[src/rtl/mpjq_pkg.sv]
// ============================================================================
// mpjq_pkg
// Types and codes shared by the min-priority job queue and its cells.
// ============================================================================
package mpjq_pkg;

    localparam int ID_W   = 16;
    localparam int PRIO_W = 8;
    localparam int OCC_W  = 4;
    localparam int STAT_W = 2;

    // request kinds (s_tuser)
    localparam logic REQ_ENQ = 1'b0;
    localparam logic REQ_DEQ = 1'b1;

    // result status codes (m_tuser)
    localparam logic [STAT_W-1:0] ST_ENQUEUED = 2'd0;
    localparam logic [STAT_W-1:0] ST_FULL     = 2'd1;
    localparam logic [STAT_W-1:0] ST_DEQUEUED = 2'd2;
    localparam logic [STAT_W-1:0] ST_EMPTY    = 2'd3;

    typedef struct packed {
        logic [PRIO_W-1:0] prio;
        logic [ID_W-1:0]   id;
    } entry_t;

    typedef struct packed {
        logic   valid;
        entry_t entry;
    } slot_t;

    // broadcast to every cell for one request
    typedef struct packed {
        logic   ins;
        logic   ext;
        entry_t new_entry;
    } cell_ctrl_t;

endpackage

[src/rtl/mpjq_cell.sv]
// ============================================================================
// mpjq_cell
// One slot of the sorted queue: compares the incoming job against its own
// entry and shifts right on insert or left on extract.
// ============================================================================
module mpjq_cell (
    input  logic                aclk,
    input  logic                aresetn,
    input  mpjq_pkg::cell_ctrl_t ctrl,
    input  mpjq_pkg::slot_t     left_slot,
    input  logic                left_gt,
    input  mpjq_pkg::slot_t     right_slot,
    output mpjq_pkg::slot_t     slot,
    output logic                gt
);
    import mpjq_pkg::*;

    logic   valid_reg, valid_next;
    entry_t entry_reg, entry_next;

    // empty slot acts as +infinity; strict compare keeps ties in arrival order
    assign gt   = !valid_reg || (entry_reg.prio > ctrl.new_entry.prio);
    assign slot = '{valid: valid_reg, entry: entry_reg};

    always_comb begin
        valid_next = valid_reg;
        entry_next = entry_reg;
        if (ctrl.ext) begin
            valid_next = right_slot.valid;
            entry_next = right_slot.entry;
        end else if (ctrl.ins && gt) begin
            if (left_gt) begin
                valid_next = left_slot.valid;
                entry_next = left_slot.entry;
            end else begin
                valid_next = 1'b1;
                entry_next = ctrl.new_entry;
            end
        end
    end

    always_ff @(posedge aclk) begin
        if (!aresetn) begin
            valid_reg <= 1'b0;
        end else begin
            valid_reg <= valid_next;
        end
        entry_reg <= entry_next;
    end

endmodule

[src/rtl/min_priority_job_queue_top.sv]
// ============================================================================
// min_priority_job_queue_top
// Bounded priority queue of jobs kept sorted in a row of compare-and-shift
// cells; dequeue returns the lowest priority value, oldest first on ties.
// ============================================================================
//
//  channel | dir | tdata (low bit up)                     | tuser
//  --------+-----+----------------------------------------+-------------------
//  s_      | in  | job_id[15:0], job_priority[23:16]      | req_type
//  m_      | out | out_id[15:0], out_priority[23:16],     | status[1:0]
//          |     | occupancy[27:24], zero pad [31:28]     |
//
//  One request per cycle while the output is not stalled: every cell compares
//  and shifts in the same cycle, so the result beat is registered in the cycle after the request beat.
//  A new request is taken while the held result is being taken (s_tready =
//  !m_tvalid || m_tready); only a stalled output holds off the input.
//  aresetn (synchronous) empties the queue; no clearing pass is needed.
//
module min_priority_job_queue_top #(
    parameter int DEPTH = 8
) (
    input  logic        aclk,
    input  logic        aresetn,
    input  logic        s_tvalid,
    output logic        s_tready,
    input  logic [23:0] s_tdata,   // job_id[15:0], job_priority[23:16]
    input  logic [0:0]  s_tuser,   // req_type
    output logic        m_tvalid,
    input  logic        m_tready,
    output logic [31:0] m_tdata,   // out_id[15:0], out_priority[23:16], occupancy[27:24]
    output logic [1:0]  m_tuser    // status
);
    import mpjq_pkg::*;

    localparam int CNT_W = ($clog2(DEPTH + 1) > OCC_W) ? $clog2(DEPTH + 1) : OCC_W;

    slot_t      slots [DEPTH];
    logic       gts   [DEPTH];
    cell_ctrl_t ctrl;

    logic             accept;
    logic             is_full, is_empty;
    logic [CNT_W-1:0] count_reg, count_next;

    logic              m_valid_reg;
    logic [STAT_W-1:0] status_reg, status_next;
    entry_t            out_reg, out_next;
    logic [OCC_W-1:0]  occ_reg;

    assign s_tready = !m_valid_reg || m_tready;
    assign accept   = s_tvalid && s_tready;
    assign is_full  = (count_reg == CNT_W'(DEPTH));
    assign is_empty = (count_reg == '0);

    assign ctrl.new_entry = entry_t'(s_tdata);
    assign ctrl.ins = accept && (s_tuser[0] == REQ_ENQ) && !is_full;
    assign ctrl.ext = accept && (s_tuser[0] == REQ_DEQ) && !is_empty;

    genvar g;
    generate
        for (g = 0; g < DEPTH; g++) begin : g_cell
            slot_t lslot, rslot;
            logic  lgt;
            if (g == 0) begin : g_head
                assign lslot = '0;
                assign lgt   = 1'b0;
            end else begin : g_mid
                assign lslot = slots[g-1];
                assign lgt   = gts[g-1];
            end
            if (g == DEPTH - 1) begin : g_tail
                assign rslot = '0;
            end else begin : g_body
                assign rslot = slots[g+1];
            end
            mpjq_cell u_cell (
                .aclk       (aclk),
                .aresetn    (aresetn),
                .ctrl       (ctrl),
                .left_slot  (lslot),
                .left_gt    (lgt),
                .right_slot (rslot),
                .slot       (slots[g]),
                .gt         (gts[g])
            );
        end
    endgenerate

    always_comb begin
        count_next  = count_reg;
        status_next = ST_ENQUEUED;
        out_next    = '0;
        if (s_tuser[0] == REQ_ENQ) begin
            if (is_full) begin
                status_next = ST_FULL;
            end else begin
                count_next = count_reg + CNT_W'(1);
            end
        end else begin
            if (is_empty) begin
                status_next = ST_EMPTY;
            end else begin
                status_next = ST_DEQUEUED;
                out_next    = slots[0].entry;   // head holds the minimum
                count_next  = count_reg - CNT_W'(1);
            end
        end
    end

    always_ff @(posedge aclk) begin
        if (!aresetn) begin
            count_reg   <= '0;
            m_valid_reg <= 1'b0;
        end else begin
            if (accept) begin
                count_reg   <= count_next;
                m_valid_reg <= 1'b1;
            end else if (m_tready) begin
                m_valid_reg <= 1'b0;
            end
        end
        if (accept) begin
            status_reg <= status_next;
            out_reg    <= out_next;
            occ_reg    <= count_next[OCC_W-1:0];
        end
    end

    assign m_tvalid = m_valid_reg;
    assign m_tuser  = status_reg;
    assign m_tdata  = {4'b0000, occ_reg, out_reg.prio, out_reg.id};

endmodule
[config.mk]
export PLATFORM = sky130hd
export DESIGN_NAME = min_priority_job_queue_top
export DESIGN_NICKNAME = d
export VERILOG_FILES = /design/src/rtl/mpjq_pkg.sv /design/src/rtl/mpjq_cell.sv /design/src/rtl/min_priority_job_queue_top.sv
export SDC_FILE = /design/constraint.sdc
export NUM_CORES = 1
export LEC_CHECK = 0
export ABC_AREA = 1
export BUFFER_PORTS_ARGS = -buffer_cell sky130_fd_sc_hd__buf_2
export CORE_MARGIN = 3
export CORE_UTILIZATION = 42
export DETAILED_ROUTE_END_ITERATION = 16
export GPL_ROUTABILITY_DRIVEN = 0
export PLACE_DENSITY_LB_ADDON = 0.1
export SKIP_LAST_GASP = 1
export SYNTH_ARGS = -nofsm -noshare
export SYNTH_HDL_FRONTEND = slang
export SYNTH_SLANG_ARGS = --single-unit
[constraint.sdc]
create_clock -name aclk -period 5.9 [get_ports aclk]
set_clock_uncertainty 0.1 [all_clocks]
set_input_delay 0.59 -clock aclk [delete_from_list [all_inputs] [get_ports aclk]]
set_output_delay 0.59 -clock aclk [all_outputs]
set_load 0.05 [all_outputs]
==> flow_metrics.tcl, run 1 <==
set metrics [dict create \
    ff_latch_area_sq_mm 0.00669 \
    ys_types 35 \
    path_clk_slew_ns 0.06 \
    post-route-period-util_pct 62.2 \
    fin_cells 2049 \
    max_clock_freq_ghz 0.272 \
    die_y_um 185 \
    holdCritPathClass "input port to register" \
    ys_seq_area_share_pct 49.8 \
    rsz0062_at_grt "false" \
    setup_viol_count_final 0 \
    drive_gt1_share_pct 7.32 \
    slew_headroom_pct 16.3 \
    areaGrowthSynthToFinish_pct 8.80 \
    multi_input_area_sq_mm 0.00547 \
    finalHoldViolCount 0 \
    rows 64 \
    cp_top_family "simple AND/OR/NAND/NOR gates" \
    arrival_ns 3.70 \
    cts_hold_buf 0 \
    post_cts_resized 0 \
    vias 11083 \
    powerDensity_mw_per_mm2 347 \
    grt.total_usage_pct 21.2 \
    cts_sinks 235 \
    post_drt_wl_per_cell_um 17.7 \
    path_cells "inv_1 -> ha_1 -> nand2_4 -> o21ai_4 -> or2_4 -> buf_12 -> nand2_2" \
    dp.cells 1999 \
    largest_reg_flops 192 \
    grt_max_degree 203 \
    peakVddDrop_v 0.000238 \
    die_w_um 185 \
    yosys_warnings 0 \
    ys_ff_latch 235 \
    synth_cells 1647 \
    diodes 0 \
    status "finished, final reports clean" \
    gr-total-overflow 0 \
    slew_viol_final 0 \
    crit_fanout 202 \
    setup_tns_ns 0 \
    io_pins 65 \
    wl_um 36200 \
    worstPathRequired_ns 5.93 \
    postRouteAntennaNets 0 \
    layout_commonest_cell "nand2_1" \
    routed_via_density 5.41 \
    grt_pass1_wl_um 58600 \
    synth_area_leaders "edfxtp_1, nand2_1, ha_1" \
    power.total_mw 5.07 \
    io_buffers 60 \
    clk-insertion-delay-late_ns 0.56 \
    dr.pass1.iters 6 \
    postCtsSetupRepairBufs 0 \
    hpwl_um 25200 \
    dieArea_sq_mm 0.0341 \
    antenna_found_initial 1 \
    final_util_pct 47.0 \
    critPathSlowestCell "o21ai_4" \
    post-route-min-period_ns 3.67 \
    clockRootBuffer "clkbuf_16" \
    cp-end-kind "register" \
    critPathKind "register to register" \
    critPathMaxStageDelay_ns 0.60 \
    drt-initial-drc-count 836 \
    core_area_sq_mm 0.0311 \
    synth_edf_count 198 \
    synth_ff_type "edfxtp_1" \
    clockBufferDepth 3 \
    finalHoldWorstSlack_ns 0.241 \
    avgSynthCellArea_sq_um 8.15 \
    critical_path_buf_inv_count 2 \
    drv_cap 0 \
    grt_pass1_vias 11024 \
    final_cell_mix "nand2_1, edfxtp_1, inv_1" \
    nNetsFinal 1727 \
    initial_core_util_pct 43.2 \
    cts_tree "done" \
    fill_cells 3113 \
    yosys.area.top_type "edfxtp_1" \
    yosys.area.top_type_share_pct 44.3 \
    cts_buffers 27 \
    remaining_drc_errors 0 \
    cts-htree-levels 1 \
    leakagePower_nw 6.63 \
    syn-cell-area_sq_mm 0.0134 \
    tightest_slew_ns 1.25 \
    async_flop_share_pct 0 \
    crit_path_start_kind "register" \
]
==> worst register-to-register path, delay by kind of cell, from the launching register on <==
family / cells / cell delay (ns)
AO/OA/AOI/OAI: 1 / 0.60
adder cells (fa/ha/maj): 1 / 0.23
buffers and inverters: 2 / 0.72
flip-flops: 1 / 0.33
AND/OR/NAND/NOR: 3 / 1.27
==> per-layer routing <==
layer	share of wire, %	GRT usage (%)	up-vias
met5	0.036	0	-
met1	43	27.7	5349
met4	2.3	5.34	2
met2	50	37.5	238
li1	-	-	5432
met3	4.4	2.68	62
==> cell type report <==
type | count | area share, %
flip-flops and latches | 235 | 45.8
multi-input cells | 1112 | 37.5
clock buffers | 37 | 5.09
inverters | 180 | 4.63
well taps | 396 | 3.39
repair buffers | 76 | 2.96
clock inverters | 13 | 0.677
==> path summary, 6_finish.rpt <==
| path | endpoint | start | cells past startpoint | slack (ns) |
|---|---|---|---|---|
| min reg2reg | g_cell[7].u_cell.slot[7]$_SDFFE_PP0P_ | g_cell[7].u_cell.slot[7]$_SDFFE_PP0P_ | 4 | 0.42 |
| max reg2reg | g_cell[4].u_cell.slot[7]$_DFFE_PP_ | count_reg[0]$_SDFFE_PN0P_ | 7 | 2.23 |
| min | g_cell[1].u_cell.valid_reg$_SDFFE_PN0P_ | aresetn | 3 | 0.24 |
| max | g_cell[4].u_cell.slot[7]$_DFFE_PP_ | count_reg[0]$_SDFFE_PN0P_ | 7 | 2.23 |
==> stage by stage <==
step / setup WS (ns) / area [sq um]
finish: 2.23 / 14600
global route: 1.86 / 14600
CTS: 2.20 / 14600
detailed placement: 1.95 / 13800
global placement: 1.94 / 13800
floorplan: 2.75 / 13400
==> power breakdown <==
group	total [mW]	switching (mW)	internal [mW]	leakage (nW)
registers	2.31	0.169	2.14	2.20
logic	1.13	0.783	0.351	4.02
clock network	1.63	0.701	0.925	0.409
==> synthesized netlist by cell type, types with 20 or more instances <==
| library cell | instances |
|---|---|
| nand2_1 | 433 |
| o21ai_1 | 22 |
| a31oi_1 | 69 |
| edfxtp_1 | 198 |
| dfxtp_1 | 37 |
| a21oi_1 | 27 |
| o21ai_0 | 147 |
| buf_4 | 20 |
| ha_1 | 66 |
| clkbuf_1 | 59 |
| nor2_1 | 165 |
| buf_2 | 28 |
| nand3_1 | 148 |
| inv_1 | 177 |
==> cell families after synthesis <==
family | after synthesis | share of synthesized area, %
DFF | 235 | 49.8
xor gates and xnor gates | 2 | 0.131
buffers and inverters | 303 | 9.53
and+or+nand+nor | 764 | 23.1
other | 1 | 0.0279
AOI/OAI and AO/OA | 276 | 11.2
adders and majority gates | 66 | 6.15
Power figures use the tool's default switching activity.
==> run 2, diff against run 1 <==
Settings changed: ABC_AREA 1 to 0.
Clock period 5.9 ns to 3 ns, I/O delays scaled along.
==> run 2 against run 1 <==
Compared with the run above:
- area after synthesis decreased by 4.7%
- power increased by 97%
- cell area increased by 3.4%
- final cell count decreased by 16%
- clock power increased by 110%
- die area decreased by 4.6%
- utilization increased by 3.7 points
- count of clock-buffer cells in the layout increased by 5
- critical path type is now input port to register
- critical endpoint is now g_cell[3].u_cell.slot[16]$_DFFE_PP_
- largest cell class unchanged
- highest routed layer is now met4
==> flow_metrics.tcl, run 2 <==
set metrics [dict create \
    drt-initial-drc-count 891 \
    die_y_um 180 \
    cts_sinks 235 \
    synth_area_leaders "edfxtp_1, mux2i_1, nand2_1" \
    avgSynthCellArea_sq_um 10.3 \
    cts_buffers 28 \
    nNetsFinal 1404 \
    ys_ff_latch 235 \
    clockBufferDepth 3 \
    peakVddDrop_v 0.000468 \
    synth_edf_count 198 \
    worstPathRequired_ns 3.19 \
    ff_latch_area_sq_mm 0.00669 \
    initial_core_util_pct 42.9 \
    rsz0062_at_grt "false" \
    crit_path_start_kind "input port" \
    powerDensity_mw_per_mm2 661 \
    power.total_mw 9.98 \
    async_flop_share_pct 0 \
    wl_um 33900 \
    rows 63 \
    path_cells "dlygate4sd3_1 -> buf_2 -> inv_2 -> ha_1 -> a21o_1 -> a21oi_1 -> nor2_1 -> nor3b_2 -> buf_12 -> buf_4 -> mux2i_1 -> o21ai_1" \
    drv_cap 0 \
    finalHoldViolCount 0 \
    slew_headroom_pct 62.6 \
    syn-cell-area_sq_mm 0.0128 \
    cp-end-kind "register" \
    critPathMaxStageDelay_ns 0.52 \
    synth-compound-area-share_pct 12.8 \
    yosysMostFrequentCell "nand2_1" \
    slew_viol_final 0 \
    largest_reg_flops 192 \
    die_w_um 180 \
    ys_types 54 \
    cts_hold_buf 20 \
    multi_input_area_sq_mm 0.00564 \
    post_cts_resized 0 \
    antenna_found_initial 2 \
    place_area_sq_mm 0.0139 \
    synth_xor_xnor_area_share_pct 0.206 \
    yosys.area.top_type_share_pct 46.5 \
    holdCritPathClass "input port to register" \
    remaining_drc_errors 0 \
    status "finished, final reports clean" \
    post_drt_wl_per_cell_um 19.7 \
    clk-insertion-delay-late_ns 0.56 \
    dr.pass1.iters 6 \
    max_clock_freq_ghz 0.377 \
    critPathSlowestCell "dlygate4sd3_1" \
    synthSimpleGateAreaFrac_pct 12.2 \
    final_cell_mix "nand2_1, edfxtp_1, mux2i_1" \
    gr-total-overflow 0 \
    hpwl_um 23500 \
    setup_slack_ns 0.351 \
    ys_seq_area_share_pct 52.3 \
    grt_max_degree 77 \
    postCtsSetupRepairBufs 0 \
    vias 9314 \
    io_pins 65 \
    synth_ff_type "edfxtp_1" \
    synth_cells 1238 \
    core_area_sq_mm 0.0298 \
    fin_area_sq_mm 0.0151 \
    layout_commonest_cell "nand2_1" \
    setup_viol_count_final 0 \
    grt.total_usage_pct 20.3 \
    grt_pass1_wl_um 52500 \
    tightest_slew_ns 0.559 \
    routed_via_density 5.41 \
    crit_fanout 9 \
    post-route-period-util_pct 88.3 \
    grt_pass1_vias 8708 \
    synthTopCellsByCount "nand2_1, edfxtp_1, mux2i_1" \
    yosys_warnings 0 \
    yosys.area_share.adder_pct 6.46 \
    critPathKind "input port to register" \
    postRouteAntennaNets 0 \
    pre_cts_ws_ns 0.169 \
    clockRootBuffer "clkbuf_16" \
    cts_tree "done" \
    path_clk_slew_ns 0.06 \
    cts-htree-levels 1 \
    fill_cells 2679 \
    yosys.area.top_type "edfxtp_1" \
    leakagePower_nw 5.40 \
    areaGrowthSynthToFinish_pct 18.1 \
    dieArea_sq_mm 0.0326 \
    drive_gt1_share_pct 14.2 \
    io_buffers 60 \
    synth_top_family_by_area "compound AO/OA/AOI/OAI gates" \
    arrival_ns 2.84 \
    post-route-min-period_ns 2.65 \
    synthMuxAreaShare_pct 11.6 \
]
[run 2: cells by family after synthesis]
group,after synthesis
AND/OR/NAND/NOR,362
AO/OA/AOI/OAI,293
flip-flops,235
multiplexers,148
buffers and inverters,130
adder cells (fa/ha/maj),66
XOR/XNOR,3
other,1
[run 2: cell type report]
class / count / share of cell area (%)
inverter: 27 / 0.671
tap: 390 / 3.23
sequential: 235 / 44.3
timing repair buffer: 141 / 8.09
antenna: 1 / 0.0166
multi-input combinational: 876 / 37.4
clock inverter: 10 / 1.01
clock buffer: 42 / 5.32
[run 2: worst paths after layout]
path / from / end / slack, ns / cells after the start
worst max-delay path: s_tdata[21] / g_cell[3].u_cell.slot[16]$_DFFE_PP_ / 0.35 / 12
worst min-delay path: s_tdata[23] / g_cell[7].u_cell.slot[23]$_SDFFE_PP0P_ / 0.02 / 3
worst max register to register: g_cell[5].u_cell.slot[19]$_DFFE_PP_ / g_cell[6].u_cell.slot[23]$_DFFE_PP_ / 0.37 / 7
worst min register to register: g_cell[0].u_cell.valid_reg$_SDFFE_PN0P_ / g_cell[1].u_cell.valid_reg$_SDFFE_PN0P_ / 0.41 / 2
[run 2: stage by stage]
| stage | cells | utilization (%) | hold WS (ns) | TNS (ns) |
|---|---|---|---|---|
| final | 1722 | 50.7 | 0.0165 | 0 |
| after global routing | 1721 | 50.7 | 0.0131 | 0 |
| after CTS | 1721 | 50.7 | 0.00204 | 0 |
| after detailed placement | 1649 | 46.8 | 0.403 | 0 |
| after global placement | 1649 | 46.8 | 0.407 | 0 |
| after floorplan | 1241 | - | 0.299 | -2.92 |
[run 2: power by group]
group | switching [mW] | internal, mW | leakage, nW | total, mW
logic | 1.24 | 0.792 | 2.75 | 2.03
clock network | 1.37 | 2.11 | 0.467 | 3.48
registers | 0.308 | 4.16 | 2.19 | 4.47
[run 2: worst max-delay path: cells and delay by family]
| kind | cells | cell delay, ns |
|---|---|---|
| AND/OR/NAND/NOR | 2 | 0.35 |
| AO/OA/AOI/OAI | 3 | 0.51 |
| adder cells (fa/ha/maj) | 1 | 0.21 |
| multiplexers | 1 | 0.21 |
| buffers and inverters | 5 | 1.25 |
[run 2: per-layer routing]
layer,track usage [%],up-vias,share of wire [%]
li1,-,4608,-
met3,3.25,29,7.1
met2,30.1,280,42
met1,31.9,4397,49
met5,0,-,0
met4,3.38,0,1.2
==> run 3, diff against run 2 <==
--- a/config.mk
+++ b/config.mk
@@ -12,5 +12,5 @@
 export DETAILED_ROUTE_END_ITERATION = 16
 export GPL_ROUTABILITY_DRIVEN = 0
-export PLACE_DENSITY_LB_ADDON = 0.1
+export PLACE_DENSITY = 0.61
 export SKIP_LAST_GASP = 1
 export SYNTH_ARGS = -nofsm -noshare
==> constraint.sdc (replaced) <==
create_clock -name aclk -period 3.15 [get_ports aclk]
set_clock_uncertainty 0.1 [all_clocks]
set_input_delay 0.315 -clock aclk [delete_from_list [all_inputs] [get_ports aclk]]
set_output_delay 0.315 -clock aclk [all_outputs]
set_load 0.01 [all_outputs]
==> run 3 against run 2 <==
Compared with the run above:
- register-to-register slack lost 0.04 ns
- setup slack got worse by 0.27 ns
- global-route usage is 0.28 points lower
- via count shrank 0.12%
- utilization is 1.0 points lower
- highest routed layer unchanged
- sequential cell count is the same
- worst hold slack worse by 0.0023 ns
- count of clock-buffer cells in the layout fell by 2
- sequential share of layout area is 0.90 points higher
==> flow_metrics.tcl, run 3 (synthesis results as in run 2) <==
set metrics [dict create \
    clk-insertion-delay-late_ns 0.55 \
    io_pins 65 \
    grt_pass1_vias 9018 \
    largest_reg_flops 192 \
    drv_cap 0 \
    dr.pass1.iters 5 \
    post-route-min-period_ns 3.07 \
    r2r_cells 7 \
    die_y_um 180 \
    gr-total-overflow 0 \
    critPathSlowestCell "dlygate4sd3_1" \
    post_drt_wl_per_cell_um 19.7 \
    holdPathStages 3 \
    status "finished, final reports clean" \
    initial_core_util_pct 42.9 \
    clockRootBuffer "clkbuf_16" \
    path_clk_slew_ns 0.05 \
    dieArea_sq_mm 0.0326 \
    layout_commonest_cell "nand2_1" \
    arrival_ns 3.24 \
    grt_pass1_wl_um 52100 \
    cts_tree "done" \
    postRouteAntennaNets 0 \
    path_cells "dlygate4sd3_1 -> buf_2 -> inv_1 -> ha_1 -> nand4_2 -> o31a_1 -> a311oi_4 -> buf_4 -> mux2i_1 -> o21ai_1" \
    setup_viol_count_final 0 \
    worstPathRequired_ns 3.32 \
    critPathKind "input port to register" \
    max_clock_freq_ghz 0.326 \
    cp-end-kind "register" \
    die_w_um 180 \
    core_area_sq_mm 0.0298 \
    cp_top_family "buffers and inverters" \
    met3_usage_pct 3.07 \
    cts-htree-levels 1 \
    vias 9303 \
    routed_via_density 5.49 \
    cts_buffers 27 \
    diodes 0 \
    critical_path_buf_inv_count 4 \
    grtUsageMet2_pct 31.7 \
    use_met1_pct 29.2 \
    drive_gt1_share_pct 12.6 \
    power.total_mw 9.22 \
    slew_viol_final 0 \
    antenna_found_initial 1 \
    crit_fanout 14 \
    fill_cells 2739 \
    cts_sinks 235 \
    hpwl_um 22400 \
    crit_path_start_kind "input port" \
    rows 63 \
    drt-initial-drc-count 734 \
    peakVddDrop_v 0.000418 \
    io_buffers 60 \
    post-route-period-util_pct 97.3 \
    top_usage_layer "met2" \
    postCtsSetupRepairBufs 0 \
    critPathMaxStageDelay_ns 0.53 \
    finalHoldViolCount 0 \
    grt.total_usage_pct 20.1 \
    nNetsFinal 1379 \
    final_cell_mix "nand2_1, edfxtp_1, mux2i_1" \
    remaining_drc_errors 0 \
    path_depth 10 \
    wl_um 33400 \
    clockBufferDepth 3 \
    leakagePower_nw 5.25 \
    holdCritPathClass "input port to register" \
    setup_tns_ns 0 \
    tightest_slew_ns 0.510 \
    rsz0062_at_grt "false" \
    powerDensity_mw_per_mm2 624 \
    grt_max_degree 106 \
    areaGrowthSynthToFinish_pct 15.7 \
    slew_headroom_pct 66.0 \
]
run 3: cell count changes in the layout (fill, tap and decap cells not counted), sizes merged:
cell	before	now
clkinv	8	7
clkbuf	42	40
inv	26	27
buf	121	106
diode	1	0
dlygate4sd3	20	11
run 3: report_power, final:
group | leakage (nW) | switching, mW | internal [mW]
Clock | 0.440 | 1.26 | 1.93
Combinational | 2.62 | 1.07 | 0.717
Sequential | 2.19 | 0.283 | 3.96
Total | 5.25 | 2.61 | 6.61
run 3: tightest hold or removal path, delay by kind of cell:
family,cells,cell delay [ns]
buf+inv,1,0.15
simple gates,1,0.07
compound gates,1,0.07
run 3: area by class of cell:
type / count / area, sq um / share of cell area (%)
clock inverter: 10 / 136 / 0.922
inverter: 27 / 101 / 0.685
tap: 390 / 488 / 3.30
timing repair buffer: 117 / 993 / 6.72
sequential: 235 / 6690 / 45.2
clock buffer: 40 / 766 / 5.18
multi-input combinational: 876 / 5620 / 38.0
run 3: final timing paths:
check | from | end | slack [ns]
worst max-delay path | s_tdata[19] | g_cell[6].u_cell.slot[0]$_DFFE_PP_ | 0.08
worst min-delay path | s_tdata[15] | g_cell[7].u_cell.slot[15]$_SDFFE_PP0P_ | 0.01
worst max register to register | count_reg[0]$_SDFFE_PN0P_ | g_cell[5].u_cell.slot[1]$_DFFE_PP_ | 0.33
worst min register to register | g_cell[7].u_cell.slot[11]$_SDFFE_PP0P_ | g_cell[6].u_cell.slot[11]$_DFFE_PP_ | 0.44
run 3: routing by layer:
metal  up-vias  share of wire, %
li1       4543                 -
met1      4466                47
met2       248                46
met3        46               5.6
met4         0               2.1
met5         -                 0
run 3: timing repair:
action                                  CTS  global route
hold buffers                             11             0
resized for setup                         0             0
hold endpoints to repair                 13             0
endpoints found under the setup margin    0             0
run 3: stage by stage:
step	worst slack, ns	utilization [%]	instance area, sq um	std cells	hold WS, ns
after floorplan	0.0550	-	12800	1241	0.314
after global placement	0.137	46.3	13800	1634	0.411
after detailed placement	0.152	46.3	13800	1634	0.426
after CTS	0.167	49.6	14800	1695	0.000435
after global routing	0.00543	49.6	14800	1695	0.0237
final	0.0839	49.6	14800	1695	0.0142
